## config.mk

```make
export PLATFORM = sky130hd
export DESIGN_NAME = gn2d_fade
export DESIGN_NICKNAME = d
export VERILOG_FILES = /design/src/design/gn2d_fade.sv
export SDC_FILE = /design/constraint.sdc
export NUM_CORES = 2
export LEC_CHECK = 0
export BUFFER_PORTS_ARGS = -buffer_cell sky130_fd_sc_hd__buf_2
export CORE_UTILIZATION = 50
export CTS_CLUSTER_DIAMETER = 100
export DETAILED_ROUTE_END_ITERATION = 6
export GPL_ROUTABILITY_DRIVEN = 1
export PLACE_DENSITY = 0.7
export RECOVER_POWER = 25
export SLEW_MARGIN = 20
export SYNTH_ARGS = -nofsm -noshare
export SYNTH_HDL_FRONTEND = slang
export SYNTH_SLANG_ARGS = --single-unit
```

## constraint.sdc

```tcl
create_clock -name clk -period 18.9 [get_ports clk]
set_clock_uncertainty 0.1 [all_clocks]
set_input_delay 1.89 -clock clk [delete_from_list [all_inputs] [get_ports clk]]
set_output_delay 1.89 -clock clk [all_outputs]
set_load 0.005 [all_outputs]
```

## src/design/gn2d_fade.sv

```systemverilog
// Smoothstep fade curve s = t*t*(3-2t) for both axes (stages 2 to 5).
module gn2d_fade #(
	parameter int FRAC_BITS = 16
) (
	input  logic                 clk,
	input  logic                 adv,
	input  logic [FRAC_BITS-1:0] rx0_s1,
	input  logic [FRAC_BITS-1:0] ry0_s1,
	output logic [FRAC_BITS:0]   sx_s5,
	output logic [FRAC_BITS:0]   sy_s5
);
	localparam logic [FRAC_BITS+1:0] THREE = (FRAC_BITS + 2)'(3) << FRAC_BITS;

	logic [FRAC_BITS-1:0]     rx_s2, ry_s2;
	logic [2*FRAC_BITS-1:0]   ttx_s2, tty_s2;
	logic [FRAC_BITS+1:0]     kx, ky;
	logic [2*FRAC_BITS+1:0]   akx_s3, aky_s3;
	logic [FRAC_BITS:0]       sx_s4, sy_s4;

	assign kx = THREE - {1'b0, rx_s2, 1'b0};
	assign ky = THREE - {1'b0, ry_s2, 1'b0};

	always_ff @(posedge clk) begin
		if (adv) begin
			rx_s2  <= rx0_s1;
			ry_s2  <= ry0_s1;
			ttx_s2 <= rx0_s1 * rx0_s1;
			tty_s2 <= ry0_s1 * ry0_s1;
			akx_s3 <= ttx_s2[2*FRAC_BITS-1:FRAC_BITS] * kx;
			aky_s3 <= tty_s2[2*FRAC_BITS-1:FRAC_BITS] * ky;
			sx_s4  <= akx_s3[2*FRAC_BITS:FRAC_BITS];
			sy_s4  <= aky_s3[2*FRAC_BITS:FRAC_BITS];
			sx_s5  <= sx_s4;
			sy_s5  <= sy_s4;
		end
	end

endmodule

```

==> implementation parameters <==
Parameter                              Value

Outcome
  Result of the run    completed

Floorplanning
  Floorplan core area    around 70000 um^2
  I/O pin count    68
  Die width    approximately 270 um
  Floorplan die area    ~73000 um^2
  Die span in y    270.0 um
  Row Count    97
  Initial cell density of the core    between 50% and 60%

Detailed routing
  Total wirelength of the detailed-routed design    77.28 mm
  Vias after detailed routing    23800
  Starting DRT DRC Count    1543
  Via-to-Cell Ratio    around 5.1
  Pre-antenna DRT Iters    6
  Antenna-violating nets left    0
  Average wire per standard cell    16.69 um
  Total DRC errors in the routed layout    0

Synthesis
  Syn Nets    between 4000 and 5000
  Number of distinct library cells after synthesis    between 60 and 70
  Count of synthesis-stage warnings from yosys    0
  Avg Inst Size Synth    roughly 9.8 um^2
  Leading post-synthesis cells by cell area    sky130_fd_sc_hd__fa_1, sky130_fd_sc_hd__edfxtp_1, sky130_fd_sc_hd__ha_1, sky130_fd_sc_hd__inv_1, sky130_fd_sc_hd__and2_1
  Seq/Total Area, Yosys    13.88%
  Cell with the most instances after synthesis    sky130_fd_sc_hd__inv_1
  Synth Register Bits    between 150 and 200
  Fraction of synthesis flops using an asynchronous set or reset pin    0%
  Proportion of netlist area held by the largest area contributor    roughly 41%
  Number of instances in the synthesized netlist    approximately 3700
  Number of enable-type register cells in the synthesized netlist    roughly 170
  Commonest cells post-synth    sky130_fd_sc_hd__inv_1, sky130_fd_sc_hd__fa_1, sky130_fd_sc_hd__nand2_1, sky130_fd_sc_hd__ha_1, sky130_fd_sc_hd__and2_1
  Most frequently used flop master after synthesis    sky130_fd_sc_hd__edfxtp_1
  Cell type contributing the most total cell area after synthesis    sky130_fd_sc_hd__fa_1
  Post-synthesis cell area    approximately 36000 um^2

Layout
  Layout Nets    4849
  Fill cells    6276
  Area Growth Syn to Fin    5.292%
  Antenna diode instance count    0
  Proportion of layout cells with a drive suffix above 1    between 3 and 4%

Critical path
  Critical Path Start Type    primary input
  CP max FO    12
  Required time worst endpoint    approximately 19 ns
  Crit Path Category    primary input to flop
  CP arrival    9.11 ns
  Length in cells of the worst reg-to-reg path    28
  CP endpoint kind    flop

Min path
  Worst hold path depth    0
  Hold Path Class    flop to flop

Clock tree
  Post-cts repair resize count    0
  CTS Root Buffer Type    sky130_fd_sc_hd__clkbuf_16
  CTS Buf Count    17
  Clock tree from TritonCTS    built
  Source-to-sink clock delay at the later pin of the worst-skew pair    0.46 ns
  CTS sink cnt    166
  CTS clock-pin slew for the worst setup and hold paths    roughly 0.070 ns
  Number of buffers added to fix hold violations after cts    0
  Number of buffers inserted by post-CTS setup repair    0
  Clk buf depth    2
  Clock H-tree levels    4

STA
  Highest clock frequency the design can meet    ~110 MHz
  PnR worst setup slack    around 10 ns
  Setup TNS    0 ns
  Final period util    a little under half
  Final setup violation count    0
  RSZ-0062 raised after global routing    false
  Final-report hold violation count    0
  Post-layout minimum cycle time    slightly below 9 ns
  Final Max Slew Viols    0
  Slew of the pin with the lowest slew margin    1.046 ns
  Slew headroom    between 30 and 40%

GRT
  Wire length of the first global-routing pass    around 130 mm
  Maximum number of pins on one net before global-route repair    approximately 90
  Total global routing overflow    0
  Total global-route track usage    roughly 22%
  Via count of the first global-routing pass    25300
  Number of antenna violations at the first check in global routing    0

Flow run
  Max_cap viols    0

Placement
  Half-perimeter wire length of the detailed placement result    roughly 60 mm
  Setup slack at placement    9.926 ns
  Port bufs    67
  Routability-driven placement congestion ratio    0.8669
==> path summary, 6_finish.rpt <==
check                                from    endpoint  slack (ns)
worst max-delay path            ry0_s1[7]  tty_s2[30]       10.01
worst min-delay path             sy_s4[2]    sy_s5[2]        0.32
worst max register to register   ry_s2[0]  aky_s3[32]       10.02
worst min register to register   sy_s4[2]    sy_s5[2]        0.32
==> cells in the final DEF, fill, tap and decap left out, drive strengths merged, types with 57 or more instances in the layout <==
| master | Yosys | final |
|---|---|---|
| xnor2 | 84 | 84 |
| fa | 740 | 740 |
| buf | 6 | 67 |
| inv | 997 | 1003 |
| ha | 397 | 397 |
| edfxtp | 166 | 166 |
| nor2 | 88 | 88 |
| and2 | 340 | 340 |
| a21oi | 57 | 57 |
| nand2 | 430 | 430 |
==> critical path, cell delays in order <==
cell	delay (ns)
sky130_fd_sc_hd__clkbuf_1	0.69
sky130_fd_sc_hd__inv_1	0.40
sky130_fd_sc_hd__nor2_1	0.34
sky130_fd_sc_hd__fa_1	0.49
sky130_fd_sc_hd__fa_1	0.49
sky130_fd_sc_hd__fa_1	0.54
sky130_fd_sc_hd__inv_1	0.05
sky130_fd_sc_hd__fa_1	0.51
sky130_fd_sc_hd__fa_1	0.45
sky130_fd_sc_hd__fa_1	0.49
sky130_fd_sc_hd__inv_1	0.04
sky130_fd_sc_hd__ha_1	0.32
sky130_fd_sc_hd__o21ai_0	0.10
sky130_fd_sc_hd__o21bai_1	0.22
sky130_fd_sc_hd__a221oi_1	0.12
sky130_fd_sc_hd__a31oi_1	0.51
sky130_fd_sc_hd__a31oi_1	0.28
sky130_fd_sc_hd__o21ai_0	0.49
sky130_fd_sc_hd__a311oi_1	0.23
sky130_fd_sc_hd__nor4_1	0.29
sky130_fd_sc_hd__nand4b_1	0.15
==> flip-flops by register name, summed over array words and instances, names as in the netlist <==
name and flops:
aky_s3 17, ttx_s2 16, tty_s2 16, rx_s2 16
sx_s4 17, ry_s2 16, akx_s3 17, sy_s5 17
sy_s4 17, sx_s5 17
==> final cells by class <==
type,count,area [um^2],share of cell area (%)
clock buffer,17,425.4,1.125
clock inverter,14,140.1,0.3706
inverter,997,3742,9.896
multi-input combinational,2406,26860,71.03
sequential,166,4985,13.18
tap,940,1176,3.110
timing repair buffer,90,485.5,1.284
==> cell families (layout without fill, tap and decap cells) <==
logic type | Yosys count | in the layout | synth area share (%)
xor+xnor | 113 | 113 | 2.808
buf+inv | 1105 | 1118 | 11.57
mux | 3 | 3 | 0.09058
fa+ha+maj | 1137 | 1137 | 55.08
flops | 166 | 166 | 13.88
compound gates | 187 | 187 | 3.362
simple gates | 966 | 966 | 13.21
==> per-stage QoR <==
stage	hold slack, ns	cell area, um^2	util (%)	std cells
final	0.3171	37820	53.63	4630
after global routing	0.3220	37820	53.63	4630
after CTS	0.3185	37840	53.67	4630
after detailed placement	0.3045	37280	52.87	4599
after global placement	0.3007	37280	52.87	4599
after floorplan	0.3003	35910	-	3677
==> layer usage <==
| layer | vias up | part of all wire (%) | GRT usage [%] |
|---|---|---|---|
| li1 | 10910 | - | - |
| met3 | 77 | 6.1 | 2.943 |
| met5 | - | 0 | 0 |
| met1 | 12120 | 45 | 31.14 |
| met2 | 698 | 48 | 36.94 |
| met4 | 0 | 1.6 | 4.994 |
Power is left out: the tool's default activity adds up to more than one toggle a clock period on the data nets, which glitch-free logic cannot reach.
