`src/design/gn2d_pkg.sv`:
```
// Shared types and field layout for the 2D gradient noise core.
package gn2d_pkg;

	localparam int CMD_W   = 2;
	localparam int IDX_W   = 8;
	localparam int PERM_W  = 8;
	localparam int GRAD_W  = 16;
	localparam int COORD_W = 32;
	localparam int NOISE_W = 16;
	// Corner dot and blend values: Q2.14 plus headroom for |value| <= 2^16
	localparam int DOT_W   = 18;

	// Input tdata layout, lowest bit first
	localparam int IDX_LSB   = 0;
	localparam int PE_LSB    = IDX_LSB + IDX_W;
	localparam int GX_LSB    = PE_LSB + PERM_W;
	localparam int GY_LSB    = GX_LSB + GRAD_W;
	localparam int CX_LSB    = GY_LSB + GRAD_W;
	localparam int CY_LSB    = CX_LSB + COORD_W;
	localparam int IN_DATA_W = CY_LSB + COORD_W;

	localparam logic signed [DOT_W-1:0] SAT_HI = DOT_W'(2 ** (NOISE_W - 1) - 1);
	localparam logic signed [DOT_W-1:0] SAT_LO = DOT_W'(-(2 ** (NOISE_W - 1)));

	typedef enum logic [CMD_W-1:0] {
		CMD_LOAD_PERM = 2'd0,
		CMD_LOAD_GRAD = 2'd1,
		CMD_EVAL      = 2'd2
	} cmd_t;

	typedef struct packed {
		logic valid;
		cmd_t cmd;
	} stage_ctl_t;

endpackage

```
`src/design/gn2d_blend.sv`:
```
// Bilinear smoothstep blend, saturation and output register (stages 6 to out).
module gn2d_blend #(
	parameter int FRAC_BITS = 16
) (
	input  logic                               clk,
	input  logic                               arst_n,
	input  logic                               adv,
	input  logic                               v_s5,
	input  logic signed [gn2d_pkg::DOT_W-1:0]  d00_s5,
	input  logic signed [gn2d_pkg::DOT_W-1:0]  d10_s5,
	input  logic signed [gn2d_pkg::DOT_W-1:0]  d01_s5,
	input  logic signed [gn2d_pkg::DOT_W-1:0]  d11_s5,
	input  logic [FRAC_BITS:0]                 sx_s5,
	input  logic [FRAC_BITS:0]                 sy_s5,
	output logic                               out_valid,
	output logic [gn2d_pkg::NOISE_W-1:0]       out_noise
);
	import gn2d_pkg::*;

	localparam int MW = DOT_W + FRAC_BITS + 3;

	logic signed [DOT_W:0]       dx0, dx1, dy;
	logic signed [FRAC_BITS+1:0] sxs, sys;

	logic                     v_s6, v_s7, v_s8;
	logic signed [MW-1:0]     px0_s6, px1_s6, py_s8;
	logic signed [DOT_W-1:0]  d00_s6, d01_s6, a_s7, b_s7, a_s8;
	logic [FRAC_BITS:0]       sy_s6, sy_s7;
	logic signed [DOT_W-1:0]  r;
	logic [NOISE_W-1:0]       sat;

	logic                     out_valid_q;
	logic [NOISE_W-1:0]       noise_q;

	assign dx0 = (DOT_W + 1)'(d10_s5) - (DOT_W + 1)'(d00_s5);
	assign dx1 = (DOT_W + 1)'(d11_s5) - (DOT_W + 1)'(d01_s5);
	assign sxs = $signed({1'b0, sx_s5});
	assign dy  = (DOT_W + 1)'(b_s7) - (DOT_W + 1)'(a_s7);
	assign sys = $signed({1'b0, sy_s7});

	// Blend result lies between its two ends, so it fits DOT_W
	assign r = a_s8 + DOT_W'(py_s8 >>> FRAC_BITS);

	always_comb begin
		if (r > SAT_HI) begin
			sat = NOISE_W'(SAT_HI);
		end else if (r < SAT_LO) begin
			sat = NOISE_W'(SAT_LO);
		end else begin
			sat = NOISE_W'(r);
		end
	end

	always_ff @(posedge clk or negedge arst_n) begin
		if (!arst_n) begin
			v_s6        <= 1'b0;
			v_s7        <= 1'b0;
			v_s8        <= 1'b0;
			out_valid_q <= 1'b0;
		end else if (adv) begin
			v_s6        <= v_s5;
			v_s7        <= v_s6;
			v_s8        <= v_s7;
			out_valid_q <= v_s8;
		end
	end

	always_ff @(posedge clk) begin
		if (adv) begin
			px0_s6  <= dx0 * sxs;
			px1_s6  <= dx1 * sxs;
			d00_s6  <= d00_s5;
			d01_s6  <= d01_s5;
			sy_s6   <= sy_s5;
			a_s7    <= d00_s6 + DOT_W'(px0_s6 >>> FRAC_BITS);
			b_s7    <= d01_s6 + DOT_W'(px1_s6 >>> FRAC_BITS);
			sy_s7   <= sy_s6;
			py_s8   <= dy * sys;
			a_s8    <= a_s7;
			noise_q <= sat;
		end
	end

	assign out_valid = out_valid_q;
	assign out_noise = noise_q;

	a_result_moves_out: assert property (@(posedge clk) disable iff (!arst_n)
		adv && v_s8 |=> out_valid)
		else $error("finished item did not reach the output register");

	a_bubble_moves_out: assert property (@(posedge clk) disable iff (!arst_n)
		adv && !v_s8 |=> !out_valid)
		else $error("output valid without an item behind it");

	a_stall_freezes: assert property (@(posedge clk) disable iff (!arst_n)
		!adv |=> $stable(v_s8) && $stable(a_s8) && $stable(py_s8))
		else $error("last stage changed during a stall");

endmodule
```
`config.mk`:
```
export PLATFORM = sky130hd
export DESIGN_NAME = gn2d_blend
export DESIGN_NICKNAME = d
export VERILOG_FILES = /design/src/design/gn2d_pkg.sv /design/src/design/gn2d_blend.sv
export SDC_FILE = /design/constraint.sdc
export NUM_CORES = 2
export LEC_CHECK = 0
export ABC_AREA = 1
export BUFFER_PORTS_ARGS = -buffer_cell sky130_fd_sc_hd__buf_4
export CELL_PAD_IN_SITES_DETAIL_PLACEMENT = 0
export CELL_PAD_IN_SITES_GLOBAL_PLACEMENT = 1
export CORE_MARGIN = 2
export CORE_UTILIZATION = 55
export DETAILED_ROUTE_END_ITERATION = 7
export PLACE_DENSITY = 0.95
export RECOVER_POWER = 100
export SETUP_SLACK_MARGIN = 0.2
export SYNTH_ARGS = -nofsm -noshare
export SYNTH_HDL_FRONTEND = slang
export SYNTH_SLANG_ARGS = --single-unit
```
`constraint.sdc`:
```
create_clock -name clk -period 15.1 [get_ports clk]
set_clock_uncertainty 0.05 [all_clocks]
set_input_delay 1.51 -clock clk [delete_from_list [all_inputs] [get_ports clk]]
set_output_delay 1.51 -clock clk [all_outputs]
set_load 0.01 [all_outputs]
```
==> results.txt <==
The per-cell routed wire length was 19.0 um; the clock insertion delay at the later pin of the skew report was 0.51 ns. The largest incremental delay on the critical path is 5.01 ns. The via count normalized by instance count is 5.36. The signed area change from the synthesized netlist to the final layout was 5.07%; the aggregate negative setup slack was 0 ns. Routability-driven placement finished with a final weighted congestion of 0.964. STA classifies the critical path endpoint as a flip-flop. The height of the die was 291 um; the fill cell total of the finished layout was 7346. The data arrival at the endpoint of the critical path came out at 10.15 ns.

The run gives 0 as the number of warning messages in the yosys log. Among all stages on the critical path, the largest delay is contributed by sky130_fd_sc_hd__clkbuf_1. After synthesis, the largest area contributor takes up 39.8% of total cell area.

The run gives 6444 as the number of placed cells counting well taps. In this run the count of I/O pins placed on the die edge is 127. Setup repair after global routing left no endpoint under its margin.

The fraction of layout cells with a size suffix above 1 is 4.27%. The area taken by multi-input logic gates is 0.0334 mm2. After synthesis, flip-flops and latches occupy 13.0% of the total area.

For the final antenna-violating net count, the log shows 0. The logs give 0 for the post-cts gate resize count and 6.42 ns for the slack of the worst reg-to-reg path. Detailed placement ended at an HPWL of 101 mm. The number of standard cells in the final layout excluding fillers came out at 6476. The number of global-route vias before repair is 36300, and the reported max-cap violation count is 2. The synthesized netlist occupies a cell area of 0.0454 mm2. The tools report the max-slew violation count as 205.

The detailed router finished its first iteration with 2328 violations. For this run, the top clock speed supported by timing is 0.100 GHz. For the effective utilization at floorplan, the log shows 55.4%. Yosys mapped the design onto 61 distinct sky130hd cell types. For the normalized max-slew margin, the log shows -388%. The routed design has 123 mm of wire. The tools report the global-route usage over all layers as 29.9%. The class of the most critical setup path is in -> reg. The number of core rows is 105, and the register clock-pin slew on the reported worst setup and hold paths is 0.08 ns. After clock tree synthesis, the flow added hold-fix buffers numbering 0. TritonCTS built the clock tree. The run gives 7 as the count of TritonRoute iterations in the first routing pass.

The number of cells on the worst hold path is 0. The logs give 0 for the post-detailed-route DRC marker count and 0.0477 mm2 for the final cell area excluding filler cells. The sequential cells in the finished layout cover a total of 0.00593 mm2. Setup violations remaining at the end of the flow were counted as 0. The most used flip-flop cell after synthesis is sky130_fd_sc_hd__edfxtp_1. The tools report the number of antenna violations at the first check in global routing as 0. Leaving out fill and tap cells, the most frequent cells in the layout are 1438 x sky130_fd_sc_hd__inv_1, 903 x sky130_fd_sc_hd__fa_1, 841 x sky130_fd_sc_hd__nand2_1.

In this run, synthesis produced a sequential element count of 198. The count of buffers added by post-CTS timing repair for setup was 0; the final layout net count was 6762. CTS saw 198 sinks. The count of buffers inserted at the top-level ports is 126. The final reports fail on max-capacitance violations, max-slew violations. The tools report the buffer cell driving the clock tree root as sky130_fd_sc_hd__clkbuf_16. The hold violation total from the final report came out at 0. The floorplan step set the die width to 291 um. For the pin with the worst max-slew slack, the measured transition is 7.32 ns.

The worst path needs 9.99 ns of the cycle, external delays included. The signal on the critical path passes through clkbuf_1, clkbuf_1, o21ai_0. The largest total area in the synthesized netlist belongs to sky130_fd_sc_hd__fa_1. In the post-synthesis netlist, the biggest area contributors are sky130_fd_sc_hd__fa_1 40%, sky130_fd_sc_hd__edfxtp_1 13%, sky130_fd_sc_hd__inv_1 12%. The run finished, with violations left. At the end of the flow the core is filled with cells to 58.2%.

The tools report the clock tree buffer depth as 2. The worst path uses 66.2% of the clock period. The tightest min-delay check is of the reg -> reg type. The number of cell instances on the worst register-to-register path was 32. Entering global routing, the biggest net connects 130 pins.

In this run, synthesis inferred 194 flip-flops with an integrated enable. The repair_antennas step left the layout with diodes totalling 0. The number of clock buffers added by TritonCTS is 17.

Global routing finished with a remaining overflow of 0. After detailed placement, the total cell area comes to 0.0473 mm2. The maximum fanout along the worst path works out to 129. The library cell used most frequently in the layout, excluding fill and tap cells, is sky130_fd_sc_hd__inv_1. The number of nets in the synthesized netlist is 6720.

The routed via count came out at 34700. Averaged over all synthesized cells, the footprint is 8.49 um2. In this design, the critical path's most frequently occurring cell is sky130_fd_sc_hd__clkbuf_1. The clock tree synthesis step divided the H-tree into 4 levels. The run gives 0.0849 mm2 as the overall die area. The first global-routing pass estimated 195 mm of wire. Synthesis produced 5351 cells.

For the required time at the worst-slack endpoint, the log shows 15.26 ns. After floorplanning, the core was sized to cover 0.0820 mm2. Of all flip-flops after synthesis, the portion carrying an async set or reset was 2.02%.

The worst setup path is launched from a primary input.
-- registers in the layout, indices dropped and copies added (netlist names), 18 cells and up --
register  count
a_s8         18
py_s8        18
a_s7         18
d01_s6       18
d00_s6       18
px0_s6       18
px1_s6       18
b_s7         18
-- cell usage after synthesis, types with 3 or more instances --
library cell / count
sky130_fd_sc_hd__a211oi_1: 3
sky130_fd_sc_hd__a21o_1: 16
sky130_fd_sc_hd__a21oi_1: 200
sky130_fd_sc_hd__a221oi_1: 3
sky130_fd_sc_hd__a31oi_1: 5
sky130_fd_sc_hd__buf_1: 4
sky130_fd_sc_hd__buf_2: 10
sky130_fd_sc_hd__buf_4: 3
sky130_fd_sc_hd__buf_6: 5
sky130_fd_sc_hd__clkbuf_1: 103
sky130_fd_sc_hd__clkinv_1: 29
sky130_fd_sc_hd__dfrtp_1: 4
sky130_fd_sc_hd__edfxtp_1: 194
sky130_fd_sc_hd__fa_1: 903
sky130_fd_sc_hd__ha_1: 356
sky130_fd_sc_hd__inv_1: 1436
sky130_fd_sc_hd__inv_2: 12
sky130_fd_sc_hd__nand2_1: 841
sky130_fd_sc_hd__nand2_2: 16
sky130_fd_sc_hd__nand3_1: 166
sky130_fd_sc_hd__nand3_2: 6
sky130_fd_sc_hd__nand3b_1: 6
sky130_fd_sc_hd__nand4_1: 19
sky130_fd_sc_hd__nor2_1: 597
sky130_fd_sc_hd__nor2_2: 14
sky130_fd_sc_hd__nor3_1: 23
sky130_fd_sc_hd__nor4_1: 7
sky130_fd_sc_hd__o2111ai_1: 3
sky130_fd_sc_hd__o211ai_1: 7
sky130_fd_sc_hd__o21a_1: 9
sky130_fd_sc_hd__o21ai_0: 93
sky130_fd_sc_hd__o21ai_1: 6
sky130_fd_sc_hd__o21ai_2: 3
sky130_fd_sc_hd__o21bai_1: 15
sky130_fd_sc_hd__o31ai_1: 4
sky130_fd_sc_hd__o41ai_1: 3
sky130_fd_sc_hd__or2_1: 4
sky130_fd_sc_hd__or2_2: 30
sky130_fd_sc_hd__xnor2_1: 41
sky130_fd_sc_hd__xor2_1: 116
sky130_fd_sc_hd__xor2_2: 9
-- layout make-up --
class                      count  area share [%]
tap                         1070            2.81
clock buffer                  17           0.891
sequential                   198            12.4
clock inverter                15           0.357
inverter                    1477            11.6
multi-input combinational   3551            70.0
timing repair buffer         148            1.96
-- path summary, 6_finish.rpt --
kind	from	end
min in group asynchronous	arst_n	out_valid
min reg2reg	sy_s6[13]	sy_s7[13]
max reg2reg	a_s7[0]	py_s8[29]
max	adv	v_s6
min	sy_s6[13]	sy_s7[13]
max in group asynchronous	arst_n	v_s7
-- worst max-delay path, delay by kind of cell --
kind,cells,cell delay (ns)
compound gates,1,0.37
buf+inv,2,8.10
-- layer usage --
layer  routed length (um)  track usage, %  vias up
met1                46900            37.3    17100
met5                    0               0        -
met2                59900            51.3     1449
met3                 9500            4.44      343
met4                 6580            14.1        0
li1                     -               -    15900
-- stage by stage --
stage          hold slack (ns)  setup slack [ns]
3_5_place_dp             0.356              5.75
5_1_grt                  0.377              4.16
4_1_cts                  0.366              6.30
2_1_floorplan            0.350              7.01
3_3_place_gp             0.353              5.84
6_report                 0.368              5.11
-- cell families after synthesis --
group | share of synthesized area, %
simple gates | 15.6
buf+inv | 13.4
fa+ha+maj | 49.6
compound gates | 4.93
flops | 13.0
xor+xnor | 3.45
Power is left out: the tool's default activity adds up to more than one toggle a clock period on the data nets, which glitch-free logic cannot reach.
